--- src/drt_pkg.sv ---
// drt_pkg: shared constants and types for the dirty rectangle tracker.
// No dependencies; used by dirty_rect_tracker.
package drt_pkg;

    // Default sizes of the list and the screen
    localparam int MAX_RECTS_DEF     = 16;
    localparam int SCREEN_WIDTH_DEF  = 320;
    localparam int SCREEN_HEIGHT_DEF = 240;

    // Widths of the request and result fields
    localparam int OP_W    = 2;
    localparam int COORD_W = 16;
    localparam int OUT_X_W = 9;
    localparam int OUT_Y_W = 8;

    // Operation codes
    localparam logic [OP_W-1:0] OP_MARK  = 2'd0;
    localparam logic [OP_W-1:0] OP_FLUSH = 2'd1;
    localparam logic [OP_W-1:0] OP_CLEAR = 2'd2;

    // Sequencer states
    typedef enum logic [1:0] {
        ST_IDLE,
        ST_FLUSH,
        ST_MERGE,
        ST_APPEND
    } state_t;

endpackage

--- src/drt_ram.sv ---
// drt_ram: generic single-port-write, single-port-read RAM with registered read.
// No dependencies.
module drt_ram #(
    parameter int WIDTH = 34,
    parameter int DEPTH = 16
) (
    input  logic                     clk,
    input  logic                     we,
    input  logic [$clog2(DEPTH)-1:0] waddr,
    input  logic [WIDTH-1:0]         wdata,
    input  logic                     re,
    input  logic [$clog2(DEPTH)-1:0] raddr,
    output logic [WIDTH-1:0]         rdata
);

    logic [WIDTH-1:0] mem [DEPTH];
    logic [WIDTH-1:0] rdata_reg;

    always_ff @(posedge clk)
    begin
        if (we)
        begin
            mem[waddr] <= wdata;
        end
        if (re)
        begin
            rdata_reg <= mem[raddr];
        end
    end

    assign rdata = rdata_reg;

endmodule

--- src/dirty_rect_tracker.sv ---
// dirty_rect_tracker: top level of the dirty rectangle list.
// Depends on drt_pkg and drt_ram.

// The block keeps up to MAX_RECTS half-open screen rectangles in one RAM
// with a registered read. A mark request clips its signed edges to the
// screen and drops the rectangle if it comes out empty; otherwise it is
// written to the next free entry in the cycle it is accepted. When the
// list is already full, a mark first walks all MAX_RECTS entries, one RAM
// read a cycle, folding them into a bounding box held in registers, writes
// that box to entry 0 and then appends the new rectangle as entry 1; the
// block takes no request until then. A clear request leaves a single
// full-screen entry. A flush request waits while the output is stalled:
// each entry is read from the RAM and moved into the output register, the
// final one flagged with last, and the list is then empty. A flush of an
// empty list emits nothing. Results sit in an output register, so a new
// request is taken while the last result of a flush still waits.
module dirty_rect_tracker #(
    parameter int MAX_RECTS     = drt_pkg::MAX_RECTS_DEF,
    parameter int SCREEN_WIDTH  = drt_pkg::SCREEN_WIDTH_DEF,
    parameter int SCREEN_HEIGHT = drt_pkg::SCREEN_HEIGHT_DEF
) (
    input  logic                                clk,
    input  logic                                rst_n,
    // request channel
    input  logic                                in_valid,
    output logic                                in_stall,
    input  logic [drt_pkg::OP_W-1:0]            op,
    input  logic signed [drt_pkg::COORD_W-1:0]  left,
    input  logic signed [drt_pkg::COORD_W-1:0]  top,
    input  logic signed [drt_pkg::COORD_W-1:0]  right,
    input  logic signed [drt_pkg::COORD_W-1:0]  bottom,
    // result channel
    output logic                                out_valid,
    input  logic                                out_stall,
    output logic [drt_pkg::OUT_X_W-1:0]         rect_left,
    output logic [drt_pkg::OUT_Y_W-1:0]         rect_top,
    output logic [drt_pkg::OUT_X_W-1:0]         rect_right,
    output logic [drt_pkg::OUT_Y_W-1:0]         rect_bottom,
    output logic                                last
);

    localparam int XW = $clog2(SCREEN_WIDTH + 1);
    localparam int YW = $clog2(SCREEN_HEIGHT + 1);
    localparam int EW = 2 * XW + 2 * YW;
    localparam int AW = $clog2(MAX_RECTS);
    localparam int CW = $clog2(MAX_RECTS + 1);

    localparam logic signed [drt_pkg::COORD_W-1:0] W_S = drt_pkg::COORD_W'(SCREEN_WIDTH);
    localparam logic signed [drt_pkg::COORD_W-1:0] H_S = drt_pkg::COORD_W'(SCREEN_HEIGHT);
    localparam logic [CW-1:0] COUNT_FULL = CW'(MAX_RECTS);
    localparam logic [EW-1:0] FULL_SCREEN =
        {XW'(0), YW'(0), XW'(SCREEN_WIDTH), YW'(SCREEN_HEIGHT)};

    drt_pkg::state_t state_reg, state_next;
    logic [CW-1:0] count_reg, count_next;
    logic [CW-1:0] ptr_reg, ptr_next;
    logic          rv_reg, rv_next;

    // held new rectangle while a merge runs
    logic [EW-1:0] new_reg, new_next;

    // bounding box accumulator
    logic [XW-1:0] acc_x0_reg, acc_x0_next, acc_x1_reg, acc_x1_next;
    logic [YW-1:0] acc_y0_reg, acc_y0_next, acc_y1_reg, acc_y1_next;

    // output register
    logic                        out_valid_reg, out_valid_next;
    logic [drt_pkg::OUT_X_W-1:0] rect_left_reg, rect_left_next;
    logic [drt_pkg::OUT_Y_W-1:0] rect_top_reg, rect_top_next;
    logic [drt_pkg::OUT_X_W-1:0] rect_right_reg, rect_right_next;
    logic [drt_pkg::OUT_Y_W-1:0] rect_bottom_reg, rect_bottom_next;
    logic                        last_reg, last_next;

    // RAM port
    logic          ram_we, ram_re;
    logic [AW-1:0] ram_waddr, ram_raddr;
    logic [EW-1:0] ram_wdata, ram_rdata;

    // Clip the incoming rectangle to the screen
    logic signed [drt_pkg::COORD_W-1:0] x0c, y0c, x1c, y1c;
    logic                               clip_empty;
    logic [EW-1:0]                      clip_entry;

    always_comb
    begin
        x0c        = left[drt_pkg::COORD_W-1] ? '0 : left;
        y0c        = top[drt_pkg::COORD_W-1] ? '0 : top;
        x1c        = (right > W_S) ? W_S : right;
        y1c        = (bottom > H_S) ? H_S : bottom;
        clip_empty = (x0c >= x1c) || (y0c >= y1c);
        clip_entry = {x0c[XW-1:0], y0c[YW-1:0], x1c[XW-1:0], y1c[YW-1:0]};
    end

    // Unpack the entry coming out of the RAM and fold it into the box
    logic [XW-1:0] rd_x0, rd_x1, mg_x0, mg_x1;
    logic [YW-1:0] rd_y0, rd_y1, mg_y0, mg_y1;

    assign rd_x0 = ram_rdata[EW-1 -: XW];
    assign rd_y0 = ram_rdata[EW-1-XW -: YW];
    assign rd_x1 = ram_rdata[XW+YW-1 -: XW];
    assign rd_y1 = ram_rdata[YW-1:0];

    assign mg_x0 = (rd_x0 < acc_x0_reg) ? rd_x0 : acc_x0_reg;
    assign mg_y0 = (rd_y0 < acc_y0_reg) ? rd_y0 : acc_y0_reg;
    assign mg_x1 = (rd_x1 > acc_x1_reg) ? rd_x1 : acc_x1_reg;
    assign mg_y1 = (rd_y1 > acc_y1_reg) ? rd_y1 : acc_y1_reg;

    logic in_accept, can_load, flush_last, merge_issue;

    assign in_accept   = in_valid && !in_stall;
    assign can_load    = !out_valid_reg || !out_stall;
    assign flush_last  = (ptr_reg == count_reg - CW'(1));
    assign merge_issue = (ptr_reg < COUNT_FULL);

    always_ff @(posedge clk or negedge rst_n)
    begin
        if (!rst_n)
        begin
            state_reg     <= drt_pkg::ST_IDLE;
            count_reg     <= '0;
            ptr_reg       <= '0;
            rv_reg        <= 1'b0;
            out_valid_reg <= 1'b0;
        end
        else
        begin
            state_reg     <= state_next;
            count_reg     <= count_next;
            ptr_reg       <= ptr_next;
            rv_reg        <= rv_next;
            out_valid_reg <= out_valid_next;
        end
    end

    always_ff @(posedge clk)
    begin
        new_reg         <= new_next;
        acc_x0_reg      <= acc_x0_next;
        acc_y0_reg      <= acc_y0_next;
        acc_x1_reg      <= acc_x1_next;
        acc_y1_reg      <= acc_y1_next;
        rect_left_reg   <= rect_left_next;
        rect_top_reg    <= rect_top_next;
        rect_right_reg  <= rect_right_next;
        rect_bottom_reg <= rect_bottom_next;
        last_reg        <= last_next;
    end

    always_comb
    begin
        state_next       = state_reg;
        count_next       = count_reg;
        ptr_next         = ptr_reg;
        rv_next          = 1'b0;
        new_next         = new_reg;
        acc_x0_next      = acc_x0_reg;
        acc_y0_next      = acc_y0_reg;
        acc_x1_next      = acc_x1_reg;
        acc_y1_next      = acc_y1_reg;
        out_valid_next   = out_valid_reg && out_stall;
        rect_left_next   = rect_left_reg;
        rect_top_next    = rect_top_reg;
        rect_right_next  = rect_right_reg;
        rect_bottom_next = rect_bottom_reg;
        last_next        = last_reg;
        ram_we           = 1'b0;
        ram_waddr        = '0;
        ram_wdata        = clip_entry;
        ram_re           = 1'b0;
        ram_raddr        = '0;

        case (state_reg)
            drt_pkg::ST_IDLE:
            begin
                if (in_accept)
                begin
                    case (op)
                        drt_pkg::OP_MARK:
                        begin
                            if (!clip_empty)
                            begin
                                if (count_reg == COUNT_FULL)
                                begin
                                    // hold the rectangle, start the merge walk
                                    new_next    = clip_entry;
                                    ptr_next    = '0;
                                    acc_x0_next = '1;
                                    acc_y0_next = '1;
                                    acc_x1_next = '0;
                                    acc_y1_next = '0;
                                    state_next  = drt_pkg::ST_MERGE;
                                end
                                else
                                begin
                                    ram_we     = 1'b1;
                                    ram_waddr  = count_reg[AW-1:0];
                                    count_next = count_reg + CW'(1);
                                end
                            end
                        end
                        drt_pkg::OP_CLEAR:
                        begin
                            ram_we     = 1'b1;
                            ram_waddr  = '0;
                            ram_wdata  = FULL_SCREEN;
                            count_next = CW'(1);
                        end
                        drt_pkg::OP_FLUSH:
                        begin
                            if (count_reg != '0)
                            begin
                                ram_re     = 1'b1;
                                ram_raddr  = '0;
                                ptr_next   = '0;
                                state_next = drt_pkg::ST_FLUSH;
                            end
                        end
                        default:
                        begin
                        end
                    endcase
                end
            end

            drt_pkg::ST_FLUSH:
            begin
                // rdata holds entry ptr_reg until the output register takes it
                if (can_load)
                begin
                    out_valid_next   = 1'b1;
                    rect_left_next   = drt_pkg::OUT_X_W'(rd_x0);
                    rect_top_next    = drt_pkg::OUT_Y_W'(rd_y0);
                    rect_right_next  = drt_pkg::OUT_X_W'(rd_x1);
                    rect_bottom_next = drt_pkg::OUT_Y_W'(rd_y1);
                    last_next        = flush_last;
                    if (flush_last)
                    begin
                        count_next = '0;
                        state_next = drt_pkg::ST_IDLE;
                    end
                    else
                    begin
                        ram_re    = 1'b1;
                        ram_raddr = AW'(ptr_reg + CW'(1));
                        ptr_next  = ptr_reg + CW'(1);
                    end
                end
            end

            drt_pkg::ST_MERGE:
            begin
                if (merge_issue)
                begin
                    ram_re    = 1'b1;
                    ram_raddr = ptr_reg[AW-1:0];
                    ptr_next  = ptr_reg + CW'(1);
                    rv_next   = 1'b1;
                end
                if (rv_reg)
                begin
                    acc_x0_next = mg_x0;
                    acc_y0_next = mg_y0;
                    acc_x1_next = mg_x1;
                    acc_y1_next = mg_y1;
                    if (!merge_issue)
                    begin
                        // final entry folded in: write the box back as entry 0
                        ram_we     = 1'b1;
                        ram_waddr  = '0;
                        ram_wdata  = {mg_x0, mg_y0, mg_x1, mg_y1};
                        state_next = drt_pkg::ST_APPEND;
                    end
                end
            end

            drt_pkg::ST_APPEND:
            begin
                ram_we     = 1'b1;
                ram_waddr  = AW'(1);
                ram_wdata  = new_reg;
                count_next = CW'(2);
                state_next = drt_pkg::ST_IDLE;
            end

            default:
            begin
                state_next = drt_pkg::ST_IDLE;
            end
        endcase
    end

    drt_ram #(
        .WIDTH (EW),
        .DEPTH (MAX_RECTS)
    ) u_store (
        .clk   (clk),
        .we    (ram_we),
        .waddr (ram_waddr),
        .wdata (ram_wdata),
        .re    (ram_re),
        .raddr (ram_raddr),
        .rdata (ram_rdata)
    );

    assign in_stall    = (state_reg != drt_pkg::ST_IDLE);
    assign out_valid   = out_valid_reg;
    assign rect_left   = rect_left_reg;
    assign rect_top    = rect_top_reg;
    assign rect_right  = rect_right_reg;
    assign rect_bottom = rect_bottom_reg;
    assign last        = last_reg;

    // The list never holds more entries than the store
    a_count_bound: assert property (@(posedge clk) disable iff (!rst_n)
        count_reg <= COUNT_FULL)
        else $error("entry count beyond store depth");

    // A new result only appears while a flush walks the list
    a_out_from_flush: assert property (@(posedge clk) disable iff (!rst_n)
        $rose(out_valid_reg) |-> $past(state_reg) == drt_pkg::ST_FLUSH)
        else $error("result produced outside a flush");

    // The final result of a flush leaves the list empty
    a_flush_empties: assert property (@(posedge clk) disable iff (!rst_n)
        (state_reg == drt_pkg::ST_FLUSH && can_load && flush_last)
        |=> (count_reg == '0 && last_reg && out_valid_reg))
        else $error("flush did not empty the list");

    // A merge ends with the box and the new rectangle stored
    a_merge_count: assert property (@(posedge clk) disable iff (!rst_n)
        state_reg == drt_pkg::ST_APPEND |=> count_reg == CW'(2))
        else $error("merge left a wrong entry count");

endmodule
--- config.mk ---
export PLATFORM = sky130hd
export DESIGN_NAME = dirty_rect_tracker
export DESIGN_NICKNAME = d
export VERILOG_FILES = /design/src/drt_pkg.sv /design/src/drt_ram.sv /design/src/dirty_rect_tracker.sv
export SDC_FILE = /design/constraint.sdc
export NUM_CORES = 1
export LEC_CHECK = 0
export ABC_AREA = 0
export BUFFER_PORTS_ARGS = -buffer_cell sky130_fd_sc_hd__buf_2
export CAP_MARGIN = 20
export CORE_MARGIN = 5
export CORE_UTILIZATION = 50
export CTS_CLUSTER_SIZE = 24
export DETAILED_ROUTE_END_ITERATION = 12
export GPL_TIMING_DRIVEN = 0
export PLACE_DENSITY = 0.67
export SETUP_SLACK_MARGIN = 0.5
export SLEW_MARGIN = 10
export SYNTH_ARGS = -nofsm -noshare
export SYNTH_HDL_FRONTEND = slang
export SYNTH_SLANG_ARGS = --single-unit
--- constraint.sdc ---
create_clock -name clk -period 13.2 [get_ports clk]
set_input_delay 2.64 -clock clk [delete_from_list [all_inputs] [get_ports clk]]
set_output_delay 2.64 -clock clk [all_outputs]
set_load 0.01 [all_outputs]
* Yosys cells after proc, flatten, opt, wreduce, memory -nomap -nowiden *
Memory sizes are Yosys's and may differ from the RTL's. A register that Yosys moved wholly into a read port is not among the register bits.
Index checks and enable logic that the tools add are counted.

storage, ports and cells
  flip-flop bits (word level) = 117
  output and inout bits = 37
  memories kept = 1
  memory bits (writable) = 544
  word-level logic and storage cells = 163

cells by class
  reduce and logical (&&, ||, !) cells = 20
  multiplexer cells = 91
  add/subtract/negate cells = 3
  eq/ne operators = 23
  $lt $le $gt $ge = 9
  bitwise operators = 1

memory list
  memory       words  width  rd ports  clocked after memory_dff  wr ports  RTL line       text
  u_store.mem  16     34     1         1                         1         drt_ram.sv:16  logic [WIDTH-1:0] mem [DEPTH];

operator list
  kind                    count
  $mux W34                4
  $mux W9                 12
  $pmux W34 S3            1
  $mux W8                 12
  $mux W5                 12
  $pmux W9 S2             2
  $ge A16 B16 Y1          2
  $mux W16                2
  $pmux W8 S2             2
  $mux W15                2
  $pmux W5 S3             2
  $mux W4                 7
  $pmux W5 S2             2
  $ne A2 B2 Y1 const B    9
  $reduce_and A9 Y1       2
  $gt A16 B10 Y1 const B  1
  $gt A16 B9 Y1 const B   1
  $mux W1                 16
  $mux W2                 8
  $pmux W4 S2             2
  $ne A3 B3 Y1 const B    4
  $add A5 B1 Y5 const B   2
  $gt A9 B9 Y1            1
  $lt A9 B9 Y1            1
  26 further kinds        38

* Depth between registers and ports, before layout *
Gate-level depths: netlist (run 1).

  word-level depth = 10
  gate-level depth with buffers = 15

* By module *
Synthesis (run 1) repeated with hierarchy kept, for this count alone.

second synthesis, totals
  cell total of the unflattened synthesis = 1629
  area, all modules = 29056.6 µm²

by module, submodules not included
  module              area an instance (µm²)  cells each  instances  sequential area each (µm²)
  drt_ram             21416.8                 888         1          17356.6
  dirty_rect_tracker  7639.8                  741         1          3443.3

* Worst setup path after synthesis (run 1) *
OpenSTA, ideal clock, no wires.

  kind = input to register
  start point = in right[0] (netlist bit)
  end point = mem u_store.mem[10][0], enable pin
  stages = 14
  setup time = 0.523 ns
  arrival time = 9.301 ns
  path buffers = 0
  data required time = 12.677 ns
  setup slack = 3.376 ns
  cell sequence = or4_1 > o31a_1 > o21ai_1 > a21o_1 > and2_1 > ha_1 > nand2b_1 > a21o_1 > a211o_1 > a211oi_1 > o2111ai_1 > nor3_2 > nand3_1 > nor4b_1

between the ends
  cells in the longest elaborated chain, start to end = 10

RTL lines
  element                        RTL line                   text
  start, declared                dirty_rect_tracker.sv:30   input logic signed [drt_pkg::COORD_W-1:0] right,
  $gt A16 B10 Y1                 dirty_rect_tracker.sv:88   x1c = (right > W_S) ? W_S : right;
  $mux W16 (*)                   dirty_rect_tracker.sv:88
  via x1c (one bit)              dirty_rect_tracker.sv:80   logic signed [drt_pkg::COORD_W-1:0] x0c, y0c, x1c, y1c;
  $ge A16 B16 Y1 (*)             dirty_rect_tracker.sv:90   clip_empty = (x0c >= x1c) || (y0c >= y1c);
  $logic_or A1 B1 Y1 (*)         dirty_rect_tracker.sv:90
  $mux W1                        dirty_rect_tracker.sv:180  if (!clip_empty)
  $pmux W1 S2                    dirty_rect_tracker.sv:177  case (op)
  $mux W1                        dirty_rect_tracker.sv:175  if (in_accept)
  $pmux W1 S3                    dirty_rect_tracker.sv:172  case (state_reg)
  $mux W1                        drt_ram.sv:21              if (we)
  $mux W1 (not written as such)  drt_ram.sv:23              mem[waddr] <= wdata;
  end, declared                  drt_ram.sv:16

The timed path passes the listed nets; every way through them passes the cells marked *.

* Worst setup path in the final report (run 1) *
  start point = in right[0] (netlist bit)
  end point = mem u_store.mem[10][12], enable pin

The elaborated chain is that of the path after synthesis.

==> run summary, run 1 <==
The total of max-cap violations came out at 0. For this design the ratio of total power to cell area is 231.1 nW/um^2. Setup violations remaining at the end of the flow were counted as 0. After detailed routing, the met3 layer carries 7269 um of wire. The arrival time reported for the critical path endpoint came out at 8.26 ns.

The worst-case headroom to the max-slew limit is 0.2894. The register with the most flip-flops in the layout has 544 of them. The core footprint came out at 58800 sq um.

Synthesis produced a netlist whose cell count is 2183. The most frequent standard cell in the layout excluding fill and tap cells is sky130_fd_sc_hd__edfxtp_1. The standard-cell row count came out at 89. The initial core utilization is 0.5033. The count of instances resized after the clock tree is built is 0. Once detail routing completed, the nets flagged for antenna violations numbered 0. The detailed router put a total of 31690 um of wire on met1. Post-CTS timing repair inserted 0 buffers for setup. The area after detailed placement came out at 32070 sq um. The hold violation total from the final report was 0.

For this run, the register share of the synthesized area comes to 0.7029. Signal routing reaches up to met4. The clock passes through at most 3 buffers. In this run the most critical hold path is launched from u_store.rdata[18]. The total power after layout is 7.963 mW. IR analysis of the VDD net gives a maximum drop of 130.7 uV. The slew at the pin closest to its max-slew limit came out at 1.059 ns. The H-tree level count is 3.

The pin count of the biggest net entering global routing is 27. The final setup skew came out at 0.02663 ns. Counting flops with a built-in enable in the synthesized netlist gives 681. In this run the mean area of a mapped cell was 13.56 sq um.

The top cell type's share of synthesized area is 0.6911. The total congestion overflow after global routing is 0. Tracing the worst setup path back leads to its startpoint at right[0].

The worst path setup slack after routing is 5.249 ns. The setup slack after placement is 4.808 ns. The number of optimization iterations in the first detailed-route pass came out at 5.

Setup repair after global routing left no endpoint under its margin. Buffers inserted to repair hold after CTS numbered 0. The number of synthesis warnings came out at 0. The die covers 64150 sq um. The share of post-route cells with drive strength above 1 came out at 0.1508. The number of antenna violations at the first check in global routing came out at 2.

At the end of the flow, the number of nets in the layout was 2577. The max-slew violation total from the final report was 0. The most common flop cell mapped by yosys is sky130_fd_sc_hd__edfxtp_1. The leakage power figure is 12.39 nW. Clock tree synthesis selected as its root buffer the cell sky130_fd_sc_hd__clkbuf_16.

Dividing the detail-routed via count by the number of cells gives 6.039. The routed length per instance is 24.82 um. The via count came out at 19730.

The horizontal die dimension came out at 253.3 um. The number of distinct library cell variants in the gate-level netlist after synthesis came out at 72. The biggest area contributor in the post-synthesis netlist is sky130_fd_sc_hd__edfxtp_1. The TritonCTS clock tree is done.

The library cells used most frequently in the layout, excluding fill and tap cells, are sky130_fd_sc_hd__edfxtp_1, sky130_fd_sc_hd__nand2_1, sky130_fd_sc_hd__a21oi_1. Detailed placement ended at an HPWL of 58720 um. The ratio of final minimum period to clock period is 0.6023. The required time at the worst-slack endpoint is 13.51 ns. The launch point of the worst reg-to-reg path is state_reg[0].

The count of inserted antenna diode cells came out at 0. In the post-synthesis netlist, the biggest area contributors are sky130_fd_sc_hd__edfxtp_1, sky130_fd_sc_hd__nand2_1, sky130_fd_sc_hd__a21oi_1, sky130_fd_sc_hd__ha_1, sky130_fd_sc_hd__a211oi_1. In this run the count of I/O pins placed on the die edge is 107. In the synthesized netlist the async set-or-reset flop fraction comes to 0.02014.

The wire length of the first global-routing pass is 119300 um. The critical-path maximum fanout came out at 7. In the detailed route, the total length drawn on met2 is 39780 um. The worst setup path is captured at a flop. The number of port buffers came out at 105. The detailed-route DRC error count came out at 0. The synthesis-to-finish area growth came out at 16.46%.

The clock reaches the later pin of the worst-skew pair after 0.62 ns. The TritonCTS buffer count came out at 71. The flop and latch count out of synthesis is 695. The run finished with clean final reports. The sink count of the clock tree came out at 695.

The post-route standard cell area excluding fillers is 34460 sq um. The tightest min-delay check is of the flop to flop type. Summed over all layers, the routed wires come to 81100 um. The kind of start point of the critical path is an input port.

The number of global-route vias before repair is 19390. At the end of routability-driven placement, the weighted congestion stood at 0.9256. The overall global routing resource usage is 0.2472. The total nets after synthesis is 2323. The post-synthesis instance area came out at 29590 sq um. The violation count after the first detailed-route iteration is 2166. The maximum clock frequency is 125.8 MHz. The final period demand of the worst path came out at 7.951 ns. The clock transition at the register clock pins on the worst setup and hold paths after CTS is 0.06 ns. The worst setup path is of the input port to flop kind. The die is 253.3 um tall.
[cells by family after synthesis]
kind of cell | share of synthesized area
AND/OR/NAND/NOR | 0.1060
flip-flops | 0.7029
multiplexers | 0.02482
XOR/XNOR | 0.002072
AO/OA/AOI/OAI | 0.1068
adder cells (fa/ha/maj) | 0.02960
buffers and inverters | 0.02778
[routing by layer]
layer / up-vias / GRT usage
met2: 1003 / 0.4200
met5: - / 0
li1: 8833 / -
met1: 9758 / 0.3280
met4: 0 / 0.08114
met3: 136 / 0.04078
[metrics by stage]
| stage | cells | TNS [ns] | hold slack, ns | util |
|---|---|---|---|---|
| 2_1_floorplan | 2183 | 0 | 0.4264 | - |
| 3_3_place_gp | 3061 | -33.05 | 0.4745 | 0.5287 |
| 3_5_place_dp | 3129 | 0 | 0.4862 | 0.5455 |
| 4_1_cts | 3259 | 0 | 0.5014 | 0.5847 |
| 5_1_grt | 3267 | 0 | 0.5168 | 0.5861 |
| 6_report | 3267 | 0 | 0.5023 | 0.5861 |
[report_power, final]
group | leakage (nW) | switching (mW) | internal (mW)
logic | 4.83 | 1.93 | 0.898
registers | 6.41 | 0.131 | 3.01
clock network | 1.14 | 0.835 | 1.16
total | 12.4 | 2.90 | 5.06
[layout make-up]
| class | count | area, sq um |
|---|---|---|
| clock inverters | 39 | 340.3 |
| well taps | 773 | 967.2 |
| inverters | 68 | 255.2 |
| fillers | 4523 | 24330 |
| multi-input cells | 1291 | 8205 |
| flip-flops and latches | 695 | 20800 |
| plain buffers | 129 | 566.8 |
| clock buffers | 91 | 1968 |
| repair buffers | 181 | 1359 |
[path summary, 6_finish.rpt]
kind | endpoint | slack [ns] | cells past startpoint
min in group asynchronous | ptr_reg[2] | 1.92 | 1
worst min register to register | rect_top[1] | 0.50 | 0
max in group asynchronous | count_reg[1] | 11.04 | 1
worst max register to register | u_store.rdata[26] | 8.12 | 13
worst max-delay path | u_store.mem[10][12] | 5.25 | 19
worst min-delay path | rect_top[1] | 0.50 | 0
[cell usage after synthesis, drive strengths merged (16+ instances only)]
cell type  instances
edfxtp           681
nand2            360
a21oi            184
a211oi           104
clkbuf            81
and3              73
ha                70
mux2i             70
inv               67
nor2              60
nor2b             55
buf               48
a221oi            45
o21ai             38
or4               35
o22ai             33
nand3             16
[worst max-delay path: stages]
cell and delay, ns:
sky130_fd_sc_hd__buf_2 0.10, sky130_fd_sc_hd__or4_1 0.53, sky130_fd_sc_hd__o31a_1 0.25, sky130_fd_sc_hd__o21ai_1 0.17
sky130_fd_sc_hd__a21o_1 0.25, sky130_fd_sc_hd__and2_1 0.22, sky130_fd_sc_hd__ha_1 0.24, sky130_fd_sc_hd__nand2b_1 0.14
sky130_fd_sc_hd__a21o_1 0.17, sky130_fd_sc_hd__a211o_1 0.30, sky130_fd_sc_hd__a211oi_1 0.53, sky130_fd_sc_hd__o2111ai_1 0.40
sky130_fd_sc_hd__nor3_2 0.33, sky130_fd_sc_hd__nand3_1 0.39, sky130_fd_sc_hd__nor4b_2 0.77, sky130_fd_sc_hd__buf_4 0.30
sky130_fd_sc_hd__buf_6 0.15, sky130_fd_sc_hd__buf_4 0.17, sky130_fd_sc_hd__buf_4 0.18
Note: power is estimated with default switching activity, not from simulation.
==> inputs of run 2 (changes only) <==
--- a/config.mk
+++ b/config.mk
@@ -13,7 +13,7 @@
 export CTS_CLUSTER_SIZE = 24
 export DETAILED_ROUTE_END_ITERATION = 12
 export GPL_TIMING_DRIVEN = 0
-export PLACE_DENSITY = 0.67
+export PLACE_DENSITY = 0.69
 export SETUP_SLACK_MARGIN = 0.5
 export SLEW_MARGIN = 10
 export SYNTH_ARGS = -nofsm -noshare
==> constraint.sdc (replaced) <==
create_clock -name clk -period 6.8 [get_ports clk]
set_input_delay 1.36 -clock clk [delete_from_list [all_inputs] [get_ports clk]]
set_output_delay 1.36 -clock clk [all_outputs]
set_load 0.01 [all_outputs]
==> run summary, run 2 (synthesis results as in run 1) <==
The horizontal die dimension came to 253.3 um (unchanged). The sink count of the clock tree was 695 (unchanged). The violation count after the first detailed-route iteration came out at 2087 (-3.6%). The routed design could run at a clock period as short as 6.016 ns. The number of optimization iterations in the first detailed-route pass came out at 6 (+1). The area after detailed placement is 32050 sq um (about the same). The most critical setup path has its endpoint at u_store.mem[7][24]. The worst setup path is captured at a flop. The slack of the worst reg-to-reg path came out at 1.88 ns (-6.24 ns). The run finished with clean final reports. The kind of start point of the critical path is an input port. The H-tree level count is 3 (unchanged). The detailed-route DRC error count came out at 0 (unchanged).

The detailed-route wire length is 81230 um (+0.16%). The TritonCTS buffer count is 68 (-4.2%). The setup slack after placement is -0.1053 ns (-4.913 ns). The met3 track demand over resource is 0.05053 (+0.009758).

The I/O pin total came to 107 (unchanged). The met1 track utilization from global routing came out at 0.3161 (-0.01189). The library cells used most frequently in the layout, excluding fill and tap cells, are sky130_fd_sc_hd__edfxtp_1, sky130_fd_sc_hd__nand2_1, sky130_fd_sc_hd__a21oi_1. Setup repair after global routing left no endpoint under its margin.

The worst hold path belongs to the class flop to flop. The maximum clock frequency came out at 166.2 MHz. CTS placed an instance of sky130_fd_sc_hd__clkbuf_16 at the clock tree root.

The standard-cell row count came out at 89 (unchanged). The worst-case headroom to the max-slew limit was 0.1751 (-0.1143). The number of flip-flops under the largest register name came out at 544 (unchanged). The critical-path maximum fanout is 20 (+13). The global placer's final weighted congestion is 0.9269 (+0.14%). The final setup skew is 0.02616 ns (-0.0004699 ns). The depth of the worst register-to-register path came to 13 (unchanged). The wire length of the first global-routing pass is 119300 um (about the same).

The launch point of the worst path is bottom[10]. The routed length per instance came out at 24.96 um (+0.56%). The core footprint came out at 58800 sq um (unchanged). The final layout net count came out at 2566 (-0.43%).

The max-slew violation total from the final report came to 0 (unchanged). The hold violation total from the final report is 0 (unchanged). The most used routing layer in global routing is met2. The met2 usage came to 0.4267 (+0.006666). The post-route standard cell area excluding fillers is 34480 sq um (about the same). The number of port buffers came out at 105 (unchanged). The overall global routing resource usage came to 0.2479 (+0.0006391). The required time at the worst-slack endpoint came out at 7.10 ns (-6.41 ns).

The placed wire-length estimate after detailed placement is 58760 um (about the same). The final number of setup-violating endpoints is 0 (unchanged). The maximum buffer depth of the clock tree is 3 (unchanged). The total power after layout came out at 15.44 mW (+94%). The category of the most critical setup path is input port to flop.

The maximum resistive drop on vdd is 307.6 uV (+140%). The number of vias per cell came out at 6.037 (about the same). The final-layout fill cell count is 4502 (-0.46%).

Dividing the final minimum period by the clock period gives 0.8847. The slew at the pin closest to its max-slew limit is 1.232 ns (+0.1731 ns). The TritonCTS clock tree is done. The share of post-route cells with drive strength above 1 is 0.1460 (-0.004794). The initial core utilization is 0.5033 (unchanged). The clock transition at the register clock pins on the worst setup and hold paths after CTS came out at 0.06 ns (about the same). The arrival time reported for the critical path endpoint is 6.32 ns (-1.94 ns). The endpoint identified for the worst register-to-register timing path is u_store.rdata[16]. The total congestion overflow after global routing is 0 (unchanged). The most frequent standard cell in the layout excluding fill and tap cells is sky130_fd_sc_hd__edfxtp_1. The number of global-route vias before repair came to 19610 (+1.1%). The die height came to 253.3 um (unchanged).

The worst path setup slack after routing was 0.7841 ns (-4.465 ns). The power density of the placed cells is 447.9 nW/um^2 (+94%). The leakage power figure is 12.35 nW (-0.32%).

The synthesis-to-finish area growth is 16.52% (about the same). The total of max-cap violations is 0 (unchanged). The worst register-to-register path begins at state_reg[0].

The area enclosed by the die boundary came to 64150 sq um (unchanged). The number of antenna violations at the first check in global routing came out at 1 (-1). The clock latency reported for the late side of the worst-skew pair came out at 0.62 ns (about the same). The via count came out at 19640 (-0.44%). The count of antenna-violating nets left after detailed routing came out at 0 (unchanged). The pin count of the biggest net entering global routing came out at 27 (unchanged).
run 2: routing by layer:
layer,vias up,wire [um]
li1,8780,-
met2,1043,40240
met4,2,2500
met1,9664,30820
met3,154,7657
met5,-,13
run 2: where the power goes:
part	internal [mW]	switching, mW	total (mW)
combinational	1.74	3.76	5.51
clock	2.26	1.58	3.84
sequential	5.84	0.256	6.10
run 2: what timing repair did:
item,4_1_cts,5_1_grt
setup endpoints to repair,0,298
setup buffers,0,4
hold buffers,0,0
gates resized for setup,0,2
run 2: how the worst min path moves through the flow:
stage,slack [ns],start,cells past startpoint,end
2_1_floorplan,0.43,u_store.rdata[0],0,rect_bottom[0]
3_3_place_gp,0.48,u_store.rdata[22],0,rect_top[5]
3_5_place_dp,0.48,u_store.rdata[25],0,rect_left[0]
4_1_cts,0.50,u_store.rdata[22],0,rect_top[5]
5_1_grt,0.50,u_store.rdata[28],0,rect_left[3]
6_report,0.49,u_store.rdata[25],0,rect_left[0]
run 2: through the flow:
stage          cells  utilization  TNS [ns]  hold WS, ns
4_1_cts         3242       0.5837         0       0.4976
3_3_place_gp    3061       0.5300   -680.80       0.4778
5_1_grt         3253       0.5864         0       0.5018
2_1_floorplan   2183            -    -61.07       0.4264
3_5_place_dp    3118       0.5451    -1.965       0.4822
6_report        3254       0.5864         0       0.4919
run 2: worst max-delay path, cell delays in order:
cell and delay, ns:
sky130_fd_sc_hd__buf_2 0.11, sky130_fd_sc_hd__nor4_1 0.38, sky130_fd_sc_hd__o211ai_1 0.21, sky130_fd_sc_hd__nand2_1 0.29, sky130_fd_sc_hd__nand2_1 0.12, sky130_fd_sc_hd__ha_1 0.30
sky130_fd_sc_hd__and3_1 0.22, sky130_fd_sc_hd__a221oi_1 0.41, sky130_fd_sc_hd__o221ai_1 0.22, sky130_fd_sc_hd__a221oi_2 0.48, sky130_fd_sc_hd__o2111ai_1 0.42, sky130_fd_sc_hd__nor3_2 0.33
sky130_fd_sc_hd__o2111ai_1 0.48, sky130_fd_sc_hd__nor2_4 0.69, sky130_fd_sc_hd__buf_12 0.26
run 2: layout make-up:
cell class,instances,area [sq um],share of cell area
multi-input cells,1291,8254,0.2394
flip-flops and latches,695,20800,0.6033
repair buffers,173,1361,0.03948
well taps,773,967.2,0.02805
inverters,68,255.2,0.007403
clock inverters,39,442.9,0.01285
diodes,1,2.502,0.00007258
plain buffers,129,566.8,0.01644
clock buffers,85,1829,0.05305
==> inputs of run 3 (changes only) <==
--- a/config.mk
+++ b/config.mk
@@ -10,10 +10,11 @@
 export CAP_MARGIN = 20
 export CORE_MARGIN = 5
 export CORE_UTILIZATION = 50
+export CTS_BUF_LIST = sky130_fd_sc_hd__clkbuf_4 sky130_fd_sc_hd__clkbuf_8 sky130_fd_sc_hd__clkbuf_16
 export CTS_CLUSTER_SIZE = 24
 export DETAILED_ROUTE_END_ITERATION = 12
 export GPL_TIMING_DRIVEN = 0
-export PLACE_DENSITY = 0.69
+export PLACE_DENSITY = 0.71
 export SETUP_SLACK_MARGIN = 0.5
 export SLEW_MARGIN = 10
 export SYNTH_ARGS = -nofsm -noshare
==> run summary, run 3 (synthesis results as in run 1) <==
The maximum resistive drop on vdd is 265.8 uV (-14%). The ratio of final minimum period to clock period is 0.9118 (+0.02708). The count of inserted antenna diode cells came out at 0 (-1). The tree is rooted in a sky130_fd_sc_hd__clkbuf_16.

The critical-path maximum fanout is 20 (unchanged). The part of the total power dissipated in combinational logic is 0.354 (-0.003). The synthesis-to-finish area growth is 16.81%. The final layout net count came to 2571 (+0.19%). The violation count after the first detailed-route iteration was 2369 (+14%). The number of antenna violations at the first check in global routing came to 5 (+4). The routed length per instance was 25.25 um (+1.1%). The critical path is of the input port to flop type.

The max-slew violation total from the final report was 0 (unchanged). In the layout the commonest cells are sky130_fd_sc_hd__edfxtp_1, sky130_fd_sc_hd__nand2_1, sky130_fd_sc_hd__a21oi_1. The switching share of power came out at 0.3640 (+0.001568).

The core footprint is 58800 sq um (unchanged). The worst-path cell with the longest stage delay is sky130_fd_sc_hd__nor2_4. The area taken by flip-flops and latches was 20800 sq um (unchanged).

The maximum buffer depth of the clock tree is 3 (unchanged). The via count is 19980 (+1.7%). The depth of the worst register-to-register path is 13 (unchanged).

The endpoint identified for the worst register-to-register timing path is u_store.rdata[17]. The area taken by multi-input logic gates is 8227 sq um (-0.33%). The clock transition at the register clock pins on the worst setup and hold paths after CTS came out at 0.06 ns (about the same). The final period demand of the worst path is 6.200 ns (+0.1842 ns). The slack of the worst reg-to-reg path came out at 1.68 ns (-0.20 ns). The required time at the worst-slack endpoint is 7.11 ns (about the same).

The die height came out at 253.3 um (unchanged). The flow ran to the end, and the final reports show no timing, DRC or antenna violations. The final hold slack came out at 0.4908 ns (-0.001144 ns). The internal power came to 9.926 mW (+0.82%). TritonCTS built the clock tree. The critical path goes through buf_2 -> or4_1 -> o31a_1 -> o21ai_1 -> a21o_1 -> and2_1 -> ha_1 -> nand2b_1 -> a21o_1 -> a211o_1 -> a211oi_1 -> o2111ai_1 -> nor3_2 -> o2111ai_1 -> nor2_4 -> buf_16. The last element of the critical path is u_store.mem[7][14]. The detailed-route DRC error count is 0 (unchanged).

The number of optimization iterations in the first detailed-route pass was 6 (unchanged). The kind of start point of the critical path is an input port. The arrival time reported for the critical path endpoint came out at 6.51 ns (+0.19 ns). The global placer's final weighted congestion is 0.9351 (+0.88%).

The area enclosed by the die boundary is 64150 sq um (unchanged). The worst-case headroom to the max-slew limit came out at 0.2378 (+0.06274). The count of antenna-violating nets left after detailed routing is 0 (unchanged).

The worst hold path class is flop to flop. The sink count of the clock tree is 695 (unchanged). The TritonCTS buffer count came to 70 (+2.9%).

The launch point of the worst path is right[0]. The final setup skew is 0.02304 ns (-0.003117 ns). The initial core utilization came out at 0.5033 (unchanged). In this run the critical register-to-register path is launched from state_reg[1]. The hold violation total from the final report is 0 (unchanged). The total congestion overflow after global routing came out at 0 (unchanged). The power density of the placed cells is 451.5 nW/um^2 (+0.82%). The maximum cell stage delay along the critical path came out at 0.85 ns (+0.16 ns).

The final number of setup-violating endpoints is 0 (unchanged). The detailed-route wire length came out at 82200 um (+1.2%). The horizontal die dimension came out at 253.3 um (unchanged). The wire length of the first global-routing pass is 121300 um (+1.7%).

The placed wire-length estimate after detailed placement is 58630 um (-0.21%). The final core utilization came to 0.5879 (+0.001447). Setup repair after global routing could not meet its margin everywhere. The H-tree level count came to 3 (unchanged).

The number of global-route vias before repair is 19850 (+1.2%). The number of vias per cell came out at 6.136 (+1.6%). The sequential fraction of design power came out at 0.390 (-0.005). The total of max-cap violations is 0 (unchanged). The power share of the clock group came out at 0.255 (+0.006). The library cell used most frequently in the layout, excluding fill and tap cells, is sky130_fd_sc_hd__edfxtp_1. The slew at the pin closest to its max-slew limit is 1.143 ns (-0.08869 ns). The leakage power figure is 12.43 nW (+0.67%). The area after detailed placement is 32070 sq um (about the same). The pin count of the biggest net entering global routing is 27 (unchanged). The sort of element at the end of the critical path is a flop. The standard-cell row count came out at 89 (unchanged). The clock latency reported for the late side of the worst-skew pair is 0.62 ns (about the same). The number of flip-flops under the largest register name came to 544 (unchanged). The I/O pin total came out at 107 (unchanged). The overall global routing resource usage is 0.2505 (+0.002597). The total power after layout came out at 15.61 mW (+1.1%). The final-layout fill cell count is 4447 (-1.2%).

The maximum clock frequency came out at 161.3 MHz (-3.0%). The number of port buffers came out at 105 (unchanged). The post-route standard cell area excluding fillers came to 34560 sq um (+0.25%). The share of post-route cells with drive strength above 1 is 0.1510 (+0.005059). The net switching power figure came out at 5.681 mW (+1.5%).
## run 3: cell types whose count changed in the layout (fill, tap and decap cells not counted), moves of 3 or more
cell / delta
sky130_fd_sc_hd__buf_12: -4
sky130_fd_sc_hd__buf_6: +4
sky130_fd_sc_hd__clkbuf_4: +12
sky130_fd_sc_hd__buf_16: +3
sky130_fd_sc_hd__clkbuf_1: -14
## run 3: power by group through the flow
stage | clock, mW | sequential [mW] | combinational (mW)
2_1_floorplan | 0 | 6.13 | 3.20
3_5_place_dp | 0 | 6.18 | 5.37
4_1_cts | 4.00 | 6.10 | 5.41
5_1_grt | 4.19 | 6.13 | 5.92
3_3_place_gp | 0 | 6.23 | 4.92
6_report | 3.98 | 6.09 | 5.53
## run 3: routing by layer
metal  GRT usage  wire length (um)
met2      0.4152             39420
met4     0.09918              3082
met3     0.05084              8775
met1      0.3275             30900
met5           0                13
## run 3: critical path, delay by kind of cell
kind,cells,cell delay [ns]
AND/OR/NAND/NOR,5,2.03
buffers and inverters,2,0.35
AO/OA/AOI/OAI,8,2.52
adder cells (fa/ha/maj),1,0.23
## run 3: worst min-delay path by stage
stage / startpoint / to / cells past startpoint / slack (ns)
after floorplan: u_store.rdata[0] / rect_bottom[0] / 0 / 0.43
after global placement: u_store.rdata[22] / rect_top[5] / 0 / 0.48
after detailed placement: u_store.rdata[22] / rect_top[5] / 0 / 0.48
after CTS: u_store.rdata[25] / rect_left[0] / 0 / 0.50
after global routing: u_store.rdata[25] / rect_left[0] / 0 / 0.51
final: u_store.rdata[25] / rect_left[0] / 0 / 0.49
## run 3: area by class of cell
cell class                 instances  share of cell area
sequential                       695              0.6018
multi-input combinational       1291              0.2380
clock buffer                      85             0.05546
timing repair buffer             176             0.04029
tap                              773             0.02798
buffer                           129             0.01640
clock inverter                    39             0.01271
inverter                          68            0.007385
## run 3: stage by stage
stage               cells  setup slack [ns]  setup TNS (ns)
floorplan            2183           -0.4491          -61.07
CTS                  3245            0.5888               0
global route         3256            0.3889               0
global placement     3061            -3.254         -715.43
detailed placement   3121          -0.03184         -0.6241
finish               3256            0.6000               0
## run 3: what timing repair did
| action | in CTS | in global routing |
|---|---|---|
| setup buffers | 0 | 4 |
| endpoints found under the setup margin | 0 | 69 |
| hold buffers | 0 | 0 |
| gates resized for setup | 0 | 1 |
